`src/rtl/q96_sqrt_price_from_ratio_unit_assert.svh`:
```
// Assertion macros shared by the Q64.96 square-root price unit
`ifndef Q96_SQRT_PRICE_FROM_RATIO_UNIT_ASSERT_SVH
`define Q96_SQRT_PRICE_FROM_RATIO_UNIT_ASSERT_SVH
`ifndef SYNTHESIS
// Property checked at every clock edge outside reset
`define Q96SP_ASSERT(label, clk, rst_n, prop) \
    label: assert property (@(posedge clk) disable iff (!rst_n) prop) \
        else $error("q96sp: property violated");
// Condition in one cycle implies an outcome in the next
`define Q96SP_ASSERT_NEXT(label, clk, rst_n, cond, nxt) \
    label: assert property (@(posedge clk) disable iff (!rst_n) (cond) |=> (nxt)) \
        else $error("q96sp: next-cycle property violated");
`else
`define Q96SP_ASSERT(label, clk, rst_n, prop)
`define Q96SP_ASSERT_NEXT(label, clk, rst_n, cond, nxt)
`endif
`endif

```
`src/rtl/q96sp_pkg.sv`:
```
// Types and constants of the Q64.96 square-root price unit
package q96sp_pkg;

    localparam int AMT_W       = 256;          // amount width
    localparam int QUO_W       = 320;          // widest accepted quotient
    localparam int ROOT_W      = 160;          // Q64.96 price width
    localparam int OPND_W      = AMT_W + 1;    // shared subtractor width
    localparam int DIV_CYCLES  = 448;          // numerator bits (amount1 << 192)
    localparam int SQRT_CYCLES = ROOT_W;       // one root bit per cycle
    localparam int CNT_W       = $clog2(DIV_CYCLES);
    localparam int STATUS_W    = 3;

    // Status codes
    localparam logic [STATUS_W-1:0] ST_OK        = 3'd0;
    localparam logic [STATUS_W-1:0] ST_AMT1_ZERO = 3'd1;
    localparam logic [STATUS_W-1:0] ST_AMT0_ZERO = 3'd2;
    localparam logic [STATUS_W-1:0] ST_UNDERFLOW = 3'd3;
    localparam logic [STATUS_W-1:0] ST_OVERFLOW  = 3'd4;

    // Sequencer strobes to the datapath
    typedef struct packed {
        logic load;
        logic div_step;
        logic sqrt_init;
        logic sqrt_step;
        logic finish;
    } t_ctrl;

    // One finished result
    typedef struct packed {
        logic [ROOT_W-1:0]   price;
        logic [STATUS_W-1:0] status;
    } t_result;

endpackage

```
`src/rtl/q96sp_if.sv`:
```
// Valid/ready channel interfaces for the amounts and the price result
interface q96sp_in_if;
    logic        valid;
    logic        ready;
    logic [63:0] amount1_w0;
    logic [63:0] amount1_w1;
    logic [63:0] amount1_w2;
    logic [63:0] amount1_w3;
    logic [63:0] amount0_w0;
    logic [63:0] amount0_w1;
    logic [63:0] amount0_w2;
    logic [63:0] amount0_w3;

    modport source (
        output valid, amount1_w0, amount1_w1, amount1_w2, amount1_w3,
               amount0_w0, amount0_w1, amount0_w2, amount0_w3,
        input  ready
    );
    modport sink (
        input  valid, amount1_w0, amount1_w1, amount1_w2, amount1_w3,
               amount0_w0, amount0_w1, amount0_w2, amount0_w3,
        output ready
    );
endinterface

interface q96sp_out_if;
    logic        valid;
    logic        ready;
    logic [63:0] price_w0;
    logic [63:0] price_w1;
    logic [31:0] price_w2;
    logic [2:0]  status;

    modport source (
        output valid, price_w0, price_w1, price_w2, status,
        input  ready
    );
    modport sink (
        input  valid, price_w0, price_w1, price_w2, status,
        output ready
    );
endinterface

```
`src/rtl/q96sp_sub.sv`:
```
// Shared 257-bit subtract and compare unit
module q96sp_sub
    import q96sp_pkg::*;
(
    input  logic [OPND_W-1:0] i_a,
    input  logic [OPND_W-1:0] i_b,
    output logic [OPND_W-1:0] o_diff,
    output logic              o_ge
);

    logic borrow;

    // One wide subtract; no borrow means a >= b
    assign {borrow, o_diff} = {1'b0, i_a} - {1'b0, i_b};
    assign o_ge = ~borrow;

endmodule

```
`src/rtl/q96sp_seq.sv`:
```
// Sequencer: division pass, root pass and result hand-off
`include "q96_sqrt_price_from_ratio_unit_assert.svh"
module q96sp_seq
    import q96sp_pkg::*;
(
    input  logic  i_clk,
    input  logic  i_rst_n,
    input  logic  i_in_valid,
    input  logic  i_out_free,
    output logic  o_in_ready,
    output t_ctrl o_ctrl
);

    localparam logic [2:0] S_IDLE = 3'd0;
    localparam logic [2:0] S_DIV  = 3'd1;
    localparam logic [2:0] S_PREP = 3'd2;
    localparam logic [2:0] S_SQRT = 3'd3;
    localparam logic [2:0] S_DONE = 3'd4;

    logic [2:0]       r_state, n_state;
    logic [CNT_W-1:0] r_cnt, n_cnt;

    // Next state and strobes
    always_comb begin
        n_state    = r_state;
        n_cnt      = r_cnt;
        o_ctrl     = '0;
        o_in_ready = (r_state == S_IDLE);
        unique case (r_state)
            S_IDLE: begin
                if (i_in_valid) begin
                    o_ctrl.load = 1'b1;
                    n_state     = S_DIV;
                    n_cnt       = CNT_W'(DIV_CYCLES - 1);
                end
            end
            S_DIV: begin
                o_ctrl.div_step = 1'b1;
                if (r_cnt == '0) begin
                    n_state = S_PREP;
                end else begin
                    n_cnt = r_cnt - 1'b1;
                end
            end
            S_PREP: begin
                o_ctrl.sqrt_init = 1'b1;
                n_state          = S_SQRT;
                n_cnt            = CNT_W'(SQRT_CYCLES - 1);
            end
            S_SQRT: begin
                o_ctrl.sqrt_step = 1'b1;
                if (r_cnt == '0) begin
                    n_state = S_DONE;
                end else begin
                    n_cnt = r_cnt - 1'b1;
                end
            end
            S_DONE: begin
                if (i_out_free) begin
                    o_ctrl.finish = 1'b1;
                    n_state       = S_IDLE;
                end
            end
            default: begin
                n_state = S_IDLE;
            end
        endcase
    end

    // State and step counter
    always_ff @(posedge i_clk) begin
        if (!i_rst_n) begin
            r_state <= S_IDLE;
            r_cnt   <= '0;
        end else begin
            r_state <= n_state;
            r_cnt   <= n_cnt;
        end
    end

    `Q96SP_ASSERT_NEXT(a_div_count, i_clk, i_rst_n, r_state == S_DIV && r_cnt != '0, r_cnt == $past(r_cnt) - 1'b1)
    `Q96SP_ASSERT_NEXT(a_div_to_root, i_clk, i_rst_n, r_state == S_DIV && r_cnt == '0, r_state == S_PREP)
    `Q96SP_ASSERT_NEXT(a_finish_idle, i_clk, i_rst_n, o_ctrl.finish, r_state == S_IDLE && o_in_ready)

endmodule

```
`src/rtl/q96sp_core.sv`:
```
// Datapath: restoring division and digit-by-digit root over one subtractor
module q96sp_core
    import q96sp_pkg::*;
(
    input  logic             i_clk,
    input  t_ctrl            i_ctrl,
    input  logic [AMT_W-1:0] i_amount1,
    input  logic [AMT_W-1:0] i_amount0,
    output t_result          o_result
);

    logic [AMT_W-1:0]  r_num;   // numerator bits, MSB first
    logic [AMT_W-1:0]  r_den;
    logic [AMT_W-1:0]  r_rem;   // division remainder, then root remainder
    logic [QUO_W-1:0]  r_quo;   // low quotient bits, then root source
    logic [ROOT_W-1:0] r_root;
    logic              r_ovf;   // quotient bit lost above bit 319
    logic              r_nz;    // some quotient bit set
    logic              r_z1;
    logic              r_z0;

    logic [OPND_W-1:0] opnd_a;
    logic [OPND_W-1:0] opnd_b;
    logic [OPND_W-1:0] diff;
    logic              ge;
    logic [AMT_W-1:0]  rem_next;

    // Operand select: root trial is (root << 2) | 1 against two new bits
    always_comb begin
        if (i_ctrl.sqrt_step) begin
            opnd_a = {r_rem[AMT_W-2:0], r_quo[QUO_W-1 -: 2]};
            opnd_b = {(OPND_W - ROOT_W - 2)'(0), r_root, 2'b01};
        end else begin
            opnd_a = {r_rem, r_num[AMT_W-1]};
            opnd_b = {1'b0, r_den};
        end
    end

    q96sp_sub u_sub (
        .i_a    (opnd_a),
        .i_b    (opnd_b),
        .o_diff (diff),
        .o_ge   (ge)
    );

    // Restore on a failed trial
    assign rem_next = ge ? diff[AMT_W-1:0] : opnd_a[AMT_W-1:0];

    // Datapath registers
    always_ff @(posedge i_clk) begin
        if (i_ctrl.load) begin
            r_num <= i_amount1;
            r_den <= i_amount0;
            r_rem <= '0;
            r_quo <= '0;
            r_ovf <= 1'b0;
            r_nz  <= 1'b0;
            r_z1  <= (i_amount1 == '0);
            r_z0  <= (i_amount0 == '0);
        end else if (i_ctrl.div_step) begin
            r_num <= {r_num[AMT_W-2:0], 1'b0};
            r_rem <= rem_next;
            r_quo <= {r_quo[QUO_W-2:0], ge};
            r_ovf <= r_ovf | r_quo[QUO_W-1];
            r_nz  <= r_nz | ge;
        end else if (i_ctrl.sqrt_init) begin
            r_rem  <= '0;
            r_root <= '0;
        end else if (i_ctrl.sqrt_step) begin
            r_rem  <= rem_next;
            r_quo  <= {r_quo[QUO_W-3:0], 2'b00};
            r_root <= {r_root[ROOT_W-2:0], ge};
        end
    end

    // Status priority: amount1 zero, amount0 zero, underflow, overflow
    always_comb begin
        o_result.price  = '0;
        o_result.status = ST_OK;
        priority if (r_z1) begin
            o_result.status = ST_AMT1_ZERO;
        end else if (r_z0) begin
            o_result.status = ST_AMT0_ZERO;
        end else if (!r_nz) begin
            o_result.status = ST_UNDERFLOW;
        end else if (r_ovf) begin
            o_result.status = ST_OVERFLOW;
        end else begin
            o_result.price = r_root;
        end
    end

endmodule

```
`src/rtl/q96_sqrt_price_from_ratio_unit.sv`:
```
// Top level of the Q64.96 square-root price unit
// Takes amount1 and amount0 (256 bits each) and returns floor(sqrt((amount1 << 192) / amount0))
// as a 160-bit Q64.96 price with a status code. Each transaction runs from acceptance
// through bit-serial restoring division, a set-up step and a digit-by-digit square root,
// all through one 257-bit subtractor, and then loads the output register, where the
// result is offered. Input ready is high only while the unit is idle, which it is again
// in the cycle after the result is loaded, so a new transaction cannot start before the
// previous one has left the datapath. A new transaction may be accepted while the
// previous result still waits in the output register; its own result then waits in the
// last step until that register is free. Zero amounts, a zero quotient and a quotient
// above 320 bits return a non-zero status with a zero price.
`include "q96_sqrt_price_from_ratio_unit_assert.svh"
module q96_sqrt_price_from_ratio_unit
    import q96sp_pkg::*;
(
    input  logic               i_clk,
    input  logic               i_rst_n,
    q96sp_in_if.sink           i_in,
    q96sp_out_if.source        o_out
);

    t_ctrl   ctrl;
    t_result result;
    t_result r_out;
    logic    r_out_valid;
    logic    in_ready;
    logic    out_free;

    // Output slot is free when empty or being taken this cycle
    assign out_free = !r_out_valid || o_out.ready;

    q96sp_seq u_seq (
        .i_clk      (i_clk),
        .i_rst_n    (i_rst_n),
        .i_in_valid (i_in.valid),
        .i_out_free (out_free),
        .o_in_ready (in_ready),
        .o_ctrl     (ctrl)
    );

    q96sp_core u_core (
        .i_clk     (i_clk),
        .i_ctrl    (ctrl),
        .i_amount1 ({i_in.amount1_w3, i_in.amount1_w2, i_in.amount1_w1, i_in.amount1_w0}),
        .i_amount0 ({i_in.amount0_w3, i_in.amount0_w2, i_in.amount0_w1, i_in.amount0_w0}),
        .o_result  (result)
    );

    assign i_in.ready = in_ready;

    // Output register
    always_ff @(posedge i_clk) begin
        if (!i_rst_n) begin
            r_out_valid <= 1'b0;
        end else if (ctrl.finish) begin
            r_out_valid <= 1'b1;
        end else if (o_out.ready) begin
            r_out_valid <= 1'b0;
        end
    end

    always_ff @(posedge i_clk) begin
        if (ctrl.finish) begin
            r_out <= result;
        end
    end

    assign o_out.valid    = r_out_valid;
    assign o_out.price_w0 = r_out.price[63:0];
    assign o_out.price_w1 = r_out.price[127:64];
    assign o_out.price_w2 = r_out.price[ROOT_W-1:128];
    assign o_out.status   = r_out.status;

    `Q96SP_ASSERT(a_err_zero_price, i_clk, i_rst_n, r_out_valid && r_out.status != ST_OK |-> r_out.price == '0)

endmodule
```
`src/flat_wrapper.sv`:
```
// flat-port wrapper written by rule: the top's interface ports become plain ports
module q96_sqrt_price_from_ratio_unit_flat import q96sp_pkg::*;
  (i_clk, i_rst_n, i_in_valid, i_in_amount1_w0, i_in_amount1_w1, i_in_amount1_w2, i_in_amount1_w3, i_in_amount0_w0, i_in_amount0_w1, i_in_amount0_w2, i_in_amount0_w3, i_in_ready, o_out_valid, o_out_price_w0, o_out_price_w1, o_out_price_w2, o_out_status, o_out_ready);
  q96sp_in_if i_in_i ();
  q96sp_out_if o_out_i ();
  input  logic i_clk;
  input  logic i_rst_n;
  input wire logic [$bits(i_in_i.valid)-1:0] i_in_valid;
  input wire logic [$bits(i_in_i.amount1_w0)-1:0] i_in_amount1_w0;
  input wire logic [$bits(i_in_i.amount1_w1)-1:0] i_in_amount1_w1;
  input wire logic [$bits(i_in_i.amount1_w2)-1:0] i_in_amount1_w2;
  input wire logic [$bits(i_in_i.amount1_w3)-1:0] i_in_amount1_w3;
  input wire logic [$bits(i_in_i.amount0_w0)-1:0] i_in_amount0_w0;
  input wire logic [$bits(i_in_i.amount0_w1)-1:0] i_in_amount0_w1;
  input wire logic [$bits(i_in_i.amount0_w2)-1:0] i_in_amount0_w2;
  input wire logic [$bits(i_in_i.amount0_w3)-1:0] i_in_amount0_w3;
  output wire logic [$bits(i_in_i.ready)-1:0] i_in_ready;
  output wire logic [$bits(o_out_i.valid)-1:0] o_out_valid;
  output wire logic [$bits(o_out_i.price_w0)-1:0] o_out_price_w0;
  output wire logic [$bits(o_out_i.price_w1)-1:0] o_out_price_w1;
  output wire logic [$bits(o_out_i.price_w2)-1:0] o_out_price_w2;
  output wire logic [$bits(o_out_i.status)-1:0] o_out_status;
  input wire logic [$bits(o_out_i.ready)-1:0] o_out_ready;
  assign i_in_i.valid = i_in_valid;
  assign i_in_i.amount1_w0 = i_in_amount1_w0;
  assign i_in_i.amount1_w1 = i_in_amount1_w1;
  assign i_in_i.amount1_w2 = i_in_amount1_w2;
  assign i_in_i.amount1_w3 = i_in_amount1_w3;
  assign i_in_i.amount0_w0 = i_in_amount0_w0;
  assign i_in_i.amount0_w1 = i_in_amount0_w1;
  assign i_in_i.amount0_w2 = i_in_amount0_w2;
  assign i_in_i.amount0_w3 = i_in_amount0_w3;
  assign i_in_ready = i_in_i.ready;
  assign o_out_valid = o_out_i.valid;
  assign o_out_price_w0 = o_out_i.price_w0;
  assign o_out_price_w1 = o_out_i.price_w1;
  assign o_out_price_w2 = o_out_i.price_w2;
  assign o_out_status = o_out_i.status;
  assign o_out_i.ready = o_out_ready;
  q96_sqrt_price_from_ratio_unit u_core (.i_clk(i_clk), .i_rst_n(i_rst_n), .i_in(i_in_i), .o_out(o_out_i));
endmodule
```
`config.mk`:
```
export PLATFORM = sky130hd
export DESIGN_NAME = q96_sqrt_price_from_ratio_unit_flat
export DESIGN_NICKNAME = d
export VERILOG_FILES = /design/src/rtl/q96sp_pkg.sv /design/src/rtl/q96sp_if.sv /design/src/rtl/q96sp_sub.sv /design/src/rtl/q96sp_seq.sv /design/src/rtl/q96sp_core.sv /design/src/rtl/q96_sqrt_price_from_ratio_unit.sv /design/src/flat_wrapper.sv
export VERILOG_INCLUDE_DIRS = /design/src /design/src/rtl
export SDC_FILE = /design/constraint.sdc
export NUM_CORES = 2
export LEC_CHECK = 0
export ABC_CLOCK_PERIOD_IN_PS = 20800
export BUFFER_PORTS_ARGS = -buffer_cell sky130_fd_sc_hd__buf_2
export CAP_MARGIN = 25
export CORE_MARGIN = 2
export CORE_UTILIZATION = 35
export CTS_BUF_LIST = sky130_fd_sc_hd__clkbuf_16
export DETAILED_ROUTE_END_ITERATION = 6
export RECOVER_POWER = 25
export SYNTH_ARGS = -nofsm -noshare
export SYNTH_HDL_FRONTEND = slang
export SYNTH_SLANG_ARGS = --single-unit
```
`constraint.sdc`:
```
create_clock -name i_clk -period 20.8 [get_ports i_clk]
set_input_delay 3.12 -clock i_clk [delete_from_list [all_inputs] [get_ports i_clk]]
set_output_delay 3.12 -clock i_clk [all_outputs]
set_load 0.01 [all_outputs]
```
After elaboration in Yosys (flattened, before gate mapping) --
Cells that the tools add are included.
Word-level totals: latch bits 0, register bits after elaboration 1428, ROM bits 0, RAM bits 0, logic and storage cells 84, input bits 516, memories 0
Operators by class: bitwise logic cells 6, shift operators 0, multiplexer cells 32, reductions and logical operators 19, add/sub/neg operators 2, multiply operators 0, equal/unequal tests 10, magnitude comparators 0, div/mod/pow operators 0
Operator list (number):
- two-way mux 256 bit | 7
- two-way mux 320 bit | 3
- zero test 256 bit | 2
- subtractor 257 x 256 -> 258 bit | 1
- two-way mux 257 bit | 1
- two-way mux 160 bit | 1
- one-hot mux 9 bit (3 select lines) | 1
- two-way mux 9 bit | 2
- two-way mux 3 bit | 5
- one-hot mux 3 bit (5 select lines) | 1
- zero test 9 bit | 1
- two-way mux 1 bit | 9
- subtractor 9 x 1 -> 9 bit, second input constant | 1
- != test 2 bit, second input constant | 4
- nonzero test 2 bit | 4
- == test 3 x 2 -> 1 bit, second input constant | 2
- AND reduction 3 bit | 2
- nonzero test 3 bit | 2
- two-way mux 2 bit | 2
- != test 2 x 1 -> 1 bit, second input constant | 2
- NOT 1 bit | 4
- AND reduction 4 bit | 1
- OR reduction 4 bit | 1
- == test 3 x 1 -> 1 bit, second input constant | 1
- 8 further kinds | 9

Longest topological paths before layout --
depth after elaboration 8, mapped depth 25, gate-level depth less buffers 17

Hierarchy --
Synthesis repeated with hierarchy kept, for this count alone.
Unflattened totals: cells, all modules 8312, area, all modules 84481.0 um^2
By module, submodules not included:
- q96sp_core | times used 1, area an instance 58149.5 um^2, seq. area each 31810.5 um^2, cells each 4631
- q96sp_sub | times used 1, area an instance 20729.9 um^2, seq. area each 0.0 um^2, cells each 3433
- q96_sqrt_price_from_ratio_unit | times used 1, area an instance 4943.5 um^2, seq. area each 4914.7 um^2, cells each 167
- q96sp_seq | times used 1, area an instance 658.1 um^2, seq. area each 240.2 um^2, cells each 81

Worst setup path after synthesis --
No wires, ideal clock.
path kind register to register, from reg u_core.u_seq.r_state[2], to reg u_core.u_core.r_num[0], enable pin, cell stages (with the launch flop) 8, arrival 19237 ps, path slack 336 ps, period minus slack after synthesis 20464 ps, path through dfxtp_1 > clkbuf_1 > nand2b_1 > clkbuf_1 > clkbuf_1 > clkbuf_1 > buf_1 > o21ai_0
On the way: longest elaborated chain between the ends 3, elaborated cells between the ends (all ways) 5, classes of those cells eq/ne: 1; mux: 2; reduce/logical: 2
RTL lines:
- start, declared | RTL line q96sp_seq.sv:20 | logic [2:0] r_state, n_state;
- start signal, assigned | RTL line q96sp_seq.sv:76 | r_state <= n_state;
- == test 3 x 1 -> 1 bit or zero test 3 bit (tied branches) | RTL line q96sp_seq.sv:29 | unique case (r_state)
- two-way mux 1 bit | RTL line q96sp_seq.sv:29
- nonzero test 2 bit (no line) *
- end signal, assigned | RTL line q96sp_core.sv:52 | r_num <= i_amount1;
- end signal, assigned | RTL line q96sp_core.sv:61 | r_num <= {r_num[AMT_W-2:0], 1'b0};
- end, declared | RTL line q96sp_core.sv:12 | logic [AMT_W-1:0] r_num;
Every way passes the cells marked *; elsewhere a longest branch is shown, timed or not. A chain may end at the register's enable or synchronous reset.

Final worst setup path --
from reg u_core.u_seq.r_state[2], to reg u_core.u_core.r_rem[200]
On the way: longest elaborated chain between the ends 8, elaborated cells between the ends (all ways) 16, classes of those cells add/sub: 1; eq/ne: 3; mux: 10; reduce/logical: 2
RTL lines:
- == test 3 x 2 -> 1 bit | RTL line q96sp_seq.sv:29
- two-way mux 1 bit | RTL line q96sp_seq.sv:29
- two-way mux 257 bit or two-way mux 256 bit (tied branches) | RTL line q96sp_core.sv:30 | if (i_ctrl.sqrt_step) begin
- subtractor 257 x 256 -> 258 bit | RTL line q96sp_sub.sv:14 | assign {borrow, o_diff} = {1'b0, i_a} - {1'b0, i_b};
- two-way mux 256 bit | RTL line q96sp_core.sv:47 | assign rem_next = ge ? diff[AMT_W-1:0] : opnd_a[AMT_W-1:0];
- two-way mux 256 bit | RTL line q96sp_core.sv:69 | end else if (i_ctrl.sqrt_step) begin
- two-way mux 256 bit | RTL line q96sp_core.sv:66 | end else if (i_ctrl.sqrt_init) begin
- two-way mux 256 bit | RTL line q96sp_core.sv:60 | end else if (i_ctrl.div_step) begin
- end signal, assigned | RTL line q96sp_core.sv:62 | r_rem <= rem_next;
- end signal, assigned | RTL line q96sp_core.sv:70 | r_rem <= rem_next;
- end, declared | RTL line q96sp_core.sv:14 | logic [AMT_W-1:0] r_rem;
Several ways; a longest one is shown, not always the timed one. The select of a mux whose other input is x is not followed.

==> impl_metrics.csv <==
group,metric,value,unit
outcome,status,"finished, violations left",
outcome,violations,"design-rule violations, max-capacitance violations, max-slew violations",
sta,setup_ws,11.58,ns
sta,fin_crit,9.22,ns
synth,syn_nets,10100,
cells_and_area,final_util,39.8,%
setup_path,cp_common_cell,"buf_4",
power_and_ir_drop,power_density,79.1,nW/um2
synth,synth_top_family_by_area,"simple AND/OR/NAND/NOR gates",
sta,maxSlewViolCount,364,
clocking,root_buffer,"clkbuf_16",
placement,placed_cells,12600,
synth,avgSynthCellArea,8.72,um2
placement,pre_cts_slack,11.55,ns
synth,synth_cell_type_count,96,
cells_and_area,syn_to_final_growth,13.3,%
synth,ys_warn_count,0,
floorplanning,start_util,35.1,%
synth,ys_top_cells_by_area,"edfxtp_1 (31%), dfxtp_1 (14%), nand2_1 (10%)",
synth,synth_commonest_cells,"nand2_1 (2,214), edfxtp_1 (837), nor2_1 (792), a21oi_1 (642), dfxtp_1 (591)",
synth,synth_xor_area_share,2.48,%
setup_path,crit_buf_inv,5,
detailed_routing,drc,5,
clocking,numCtsBuffers,162,
clocking,cts_tree,"yes",
placement,gp_congestion,1.01,
floorplanning,die_w,487,um
clocking,clock_sinks,1428,
power_and_ir_drop,vdd_ir_drop_max,0.0770,mV
clocking,insertion_delay,0.87,ns
global_routing,grt_pass1_wl,425,mm
synth,synth_top_area_share,30.8,%
synth,synth_compound_area_share,16.3,%
setup_path,crit_fanout,62,
sta,hold_viol_final,0,
cells_and_area,nets,10500,
floorplanning,rows,177,
placement,port_buffers,680,
clocking,clockBufferDepth,3,
global_routing,grt_max_degree,271,
floorplanning,num_io_pins,681,
detailed_routing,ant_nets,0,
setup_path,slowest_delay,0.84,ns
min_path,hold_start,"u_core.u_core.r_rem[192]$_SDFFE_PP0P_",
min_path,min_to,"u_core.u_core.r_rem[192]$_SDFFE_PP0P_",
sta,slew_headroom,-141,%
synth,synth.area.mux_share,6.44,%
sta,hold_ws,0.458,ns
setup_path,r2r_cells,21,
setup_path,crit_chain,"nand3b_1, buf_4, buf_4, buf_4, mux2i_1, ha_1, a21oi_1, o21a_1, o31a_1, o21ai_0, a211oi_1, nand2_1, a31oi_1, o31ai_2, a21bo_4, buf_4, nor2_4, buf_4, a22oi_1, o21ai_0, or3_1",
detailed_routing,drt_iter0_drc,6447,
synth,seq_area_frac_synth,45.3,%
setup_path,cp.required,21.61,ns
cells_and_area,drive_gt1_share,8.48,%
cells_and_area,fin_cells,12900,
setup_path,crit_arrival,10.03,ns
detailed_routing,wl,285,mm
sta,setup_viol,0,
sta,finalCritPeriodShare,44.3,%
sta,tightestPinTransition,3.61,ns
detailed_routing,viasPerCell,5.56,
setup_path,worstSetupStartpointType,"flop",
setup_path,cp_top_family,"compound AO/OA/AOI/OAI gates",
clocking,cts.repair.resized,0,
global_routing,grt_use_total,23.1,%
sta,tns,0,ns
min_path,min_path_type,"reg2reg",
detailed_routing,first_pass_iters,7,
clocking,htree_levels,4,
floorplanning,die_height,487,um
clocking,holdBufCountCts,0,
synth,synth_edf_count,837,
synth,yosys.area.top_type,"edfxtp_1",
synth,synth-main-ff-cell,"edfxtp_1",
clocking,cts_setup_buffers,0,
placement,place_area,87400,um2
synth,synth-seq-cells,1428,
placement,place_hpwl,214,mm
power_and_ir_drop,power,7.32,mW
power_and_ir_drop,p_leak,35.7,nW
synth,yosys.area_share.simple,22.2,%
synth,yosysMostFrequentCell,"nand2_1",
job,drv_cap,6,
sta,fmax,109,MHz
global_routing,first_global_vias,67900,
setup_path,rrSetupSlack,11.58,ns
sta,fin_skew,0.0920,ns
floorplanning,die_area,237000,um2
synth,syn_area,81600,um2
synth,synthAdderAreaFrac,3.94,%
floorplanning,core_area,232000,um2
global_routing,antenna_found_initial,43,
sta,rsz0062_at_grt,"no",
setup_path,timing.rr.start,"u_core.u_seq.r_state[2]$_SDFFE_PN0P_",
clocking,cts.clk_slew.worst_paths,0.06,ns
synth,async_reset_ff_share,0,%
global_routing,grt-ovfl-total,0,
setup_path,crit_path_end_kind,"flop",
cells_and_area,design_area,92500,um2
detailed_routing,vias,71600,
detailed_routing,wl_per_cell,22.2,um
setup_path,worstReg2RegEnd,"u_core.u_core.r_rem[200]$_SDFFE_PP0P_",
setup_path,crit_type,"reg2reg",
setup_path,crit_slowest_cell,"nor2_4",
synth,syn_inst,9364,
min_path,hold_path_depth,2,
-- cell usage in the layout, fill, tap and decap left out, types with 22 or more instances in the layout --
cell / netlist / final
o211ai_1: 29 / 29
clkbuf_1: 564 / 238
o21ai_0: 473 / 472
and2_0: 1 / 122
nor2b_1: 179 / 177
o21bai_1: 103 / 103
o21a_1: 44 / 44
nor2_1: 792 / 788
xnor2_1: 143 / 143
dfxtp_1: 591 / 590
nand3_1: 61 / 61
clkinv_1: 1 / 33
a21oi_1: 642 / 642
nor3_1: 80 / 80
buf_4: 1 / 68
ha_1: 257 / 257
a21boi_0: 34 / 34
a22oi_1: 29 / 29
and2_1: 249 / 128
edfxtp_1: 837 / 837
a32oi_1: 22 / 22
xor2_1: 88 / 88
or2_2: 25 / 24
a21o_1: 109 / 109
mux2i_1: 522 / 522
or3_1: 30 / 30
and3_1: 33 / 33
clkbuf_16: 0 / 164
nand4_1: 220 / 220
a221o_1: 35 / 35
nor4_1: 163 / 156
o31ai_1: 31 / 31
a31oi_1: 31 / 31
inv_1: 104 / 148
a211oi_1: 339 / 339
nand2_1: 2214 / 2212
buf_2: 17 / 448
-- power by group --
group          total (mW)  switching [mW]  internal [mW]
Clock                2.89            1.27           1.62
Combinational       0.980           0.654          0.326
Sequential           3.45           0.147           3.30
Total                7.32            2.07           5.25
-- per-layer routing --
metal	up-vias	global-route usage, %	part of all wire (%)
met5	-	0	0.083
met4	36	9.55	4.7
met3	572	3.80	6.7
met2	2692	35.8	44
met1	34200	32.0	45
li1	34100	-	-
-- worst min-delay path, cell delays in order (launching register included) --
cell and delay, ns:
dfxtp_1 0.32, nand2_1 0.06, nand2_1 0.04
-- area by class of cell --
class / count / area (um2)
clock inverter: 140 / 1270
fill: 23300 / 140000
tap: 3043 / 3810
multi-input combinational: 7217 / 42100
timing repair buffer: 764 / 3840
clock buffer: 164 / 4100
inverter: 105 / 402
sequential: 1428 / 37000
antenna: 17 / 42.5
-- worst max-delay path by stage --
stage | slack [ns] | start | depth (start not counted) | to
floorplan | 0.34 | u_core.u_seq.r_state[2]$_SDFFE_PN0P_ | 7 | u_core.u_core.r_num[0]$_SDFFCE_PN0P_
global placement | 11.63 | u_core.u_seq.r_state[1]$_SDFFE_PN0P_ | 21 | u_core.u_core.r_rem[200]$_SDFFE_PP0P_
detailed placement | 11.55 | u_core.u_seq.r_state[1]$_SDFFE_PN0P_ | 20 | u_core.u_core.r_rem[250]$_SDFFE_PP0P_
CTS | 11.53 | u_core.u_seq.r_state[1]$_SDFFE_PN0P_ | 20 | u_core.u_core.r_rem[250]$_SDFFE_PP0P_
global route | 11.10 | u_core.u_seq.r_state[2]$_SDFFE_PN0P_ | 20 | u_core.u_core.r_rem[250]$_SDFFE_PP0P_
finish | 11.58 | u_core.u_seq.r_state[2]$_SDFFE_PN0P_ | 21 | u_core.u_core.r_rem[200]$_SDFFE_PP0P_
-- state kept, by name (all words and copies together), names as in the netlist, 3 cells and up --
| name | count |
|---|---|
| u_core.u_core.r_quo | 320 |
| u_core.u_core.r_den | 256 |
| u_core.u_core.r_num | 256 |
| u_core.u_core.r_rem | 256 |
| u_core.u_core.r_root | 160 |
| u_core.o_out.price_w0 | 64 |
| u_core.o_out.price_w1 | 64 |
| u_core.o_out.price_w2 | 32 |
| u_core.u_seq.r_cnt | 9 |
| u_core.o_out.status | 3 |
| u_core.u_seq.r_state | 3 |
-- logic make-up after synthesis --
logic type,Yosys count
muxes,525
DFF,1428
and+or+nand+nor,4108
buffers and inverters,719
xor gates and xnor gates,231
adders and majority gates,257
AOI/OAI and AO/OA,2096
(Power assumes the default switching activity.)
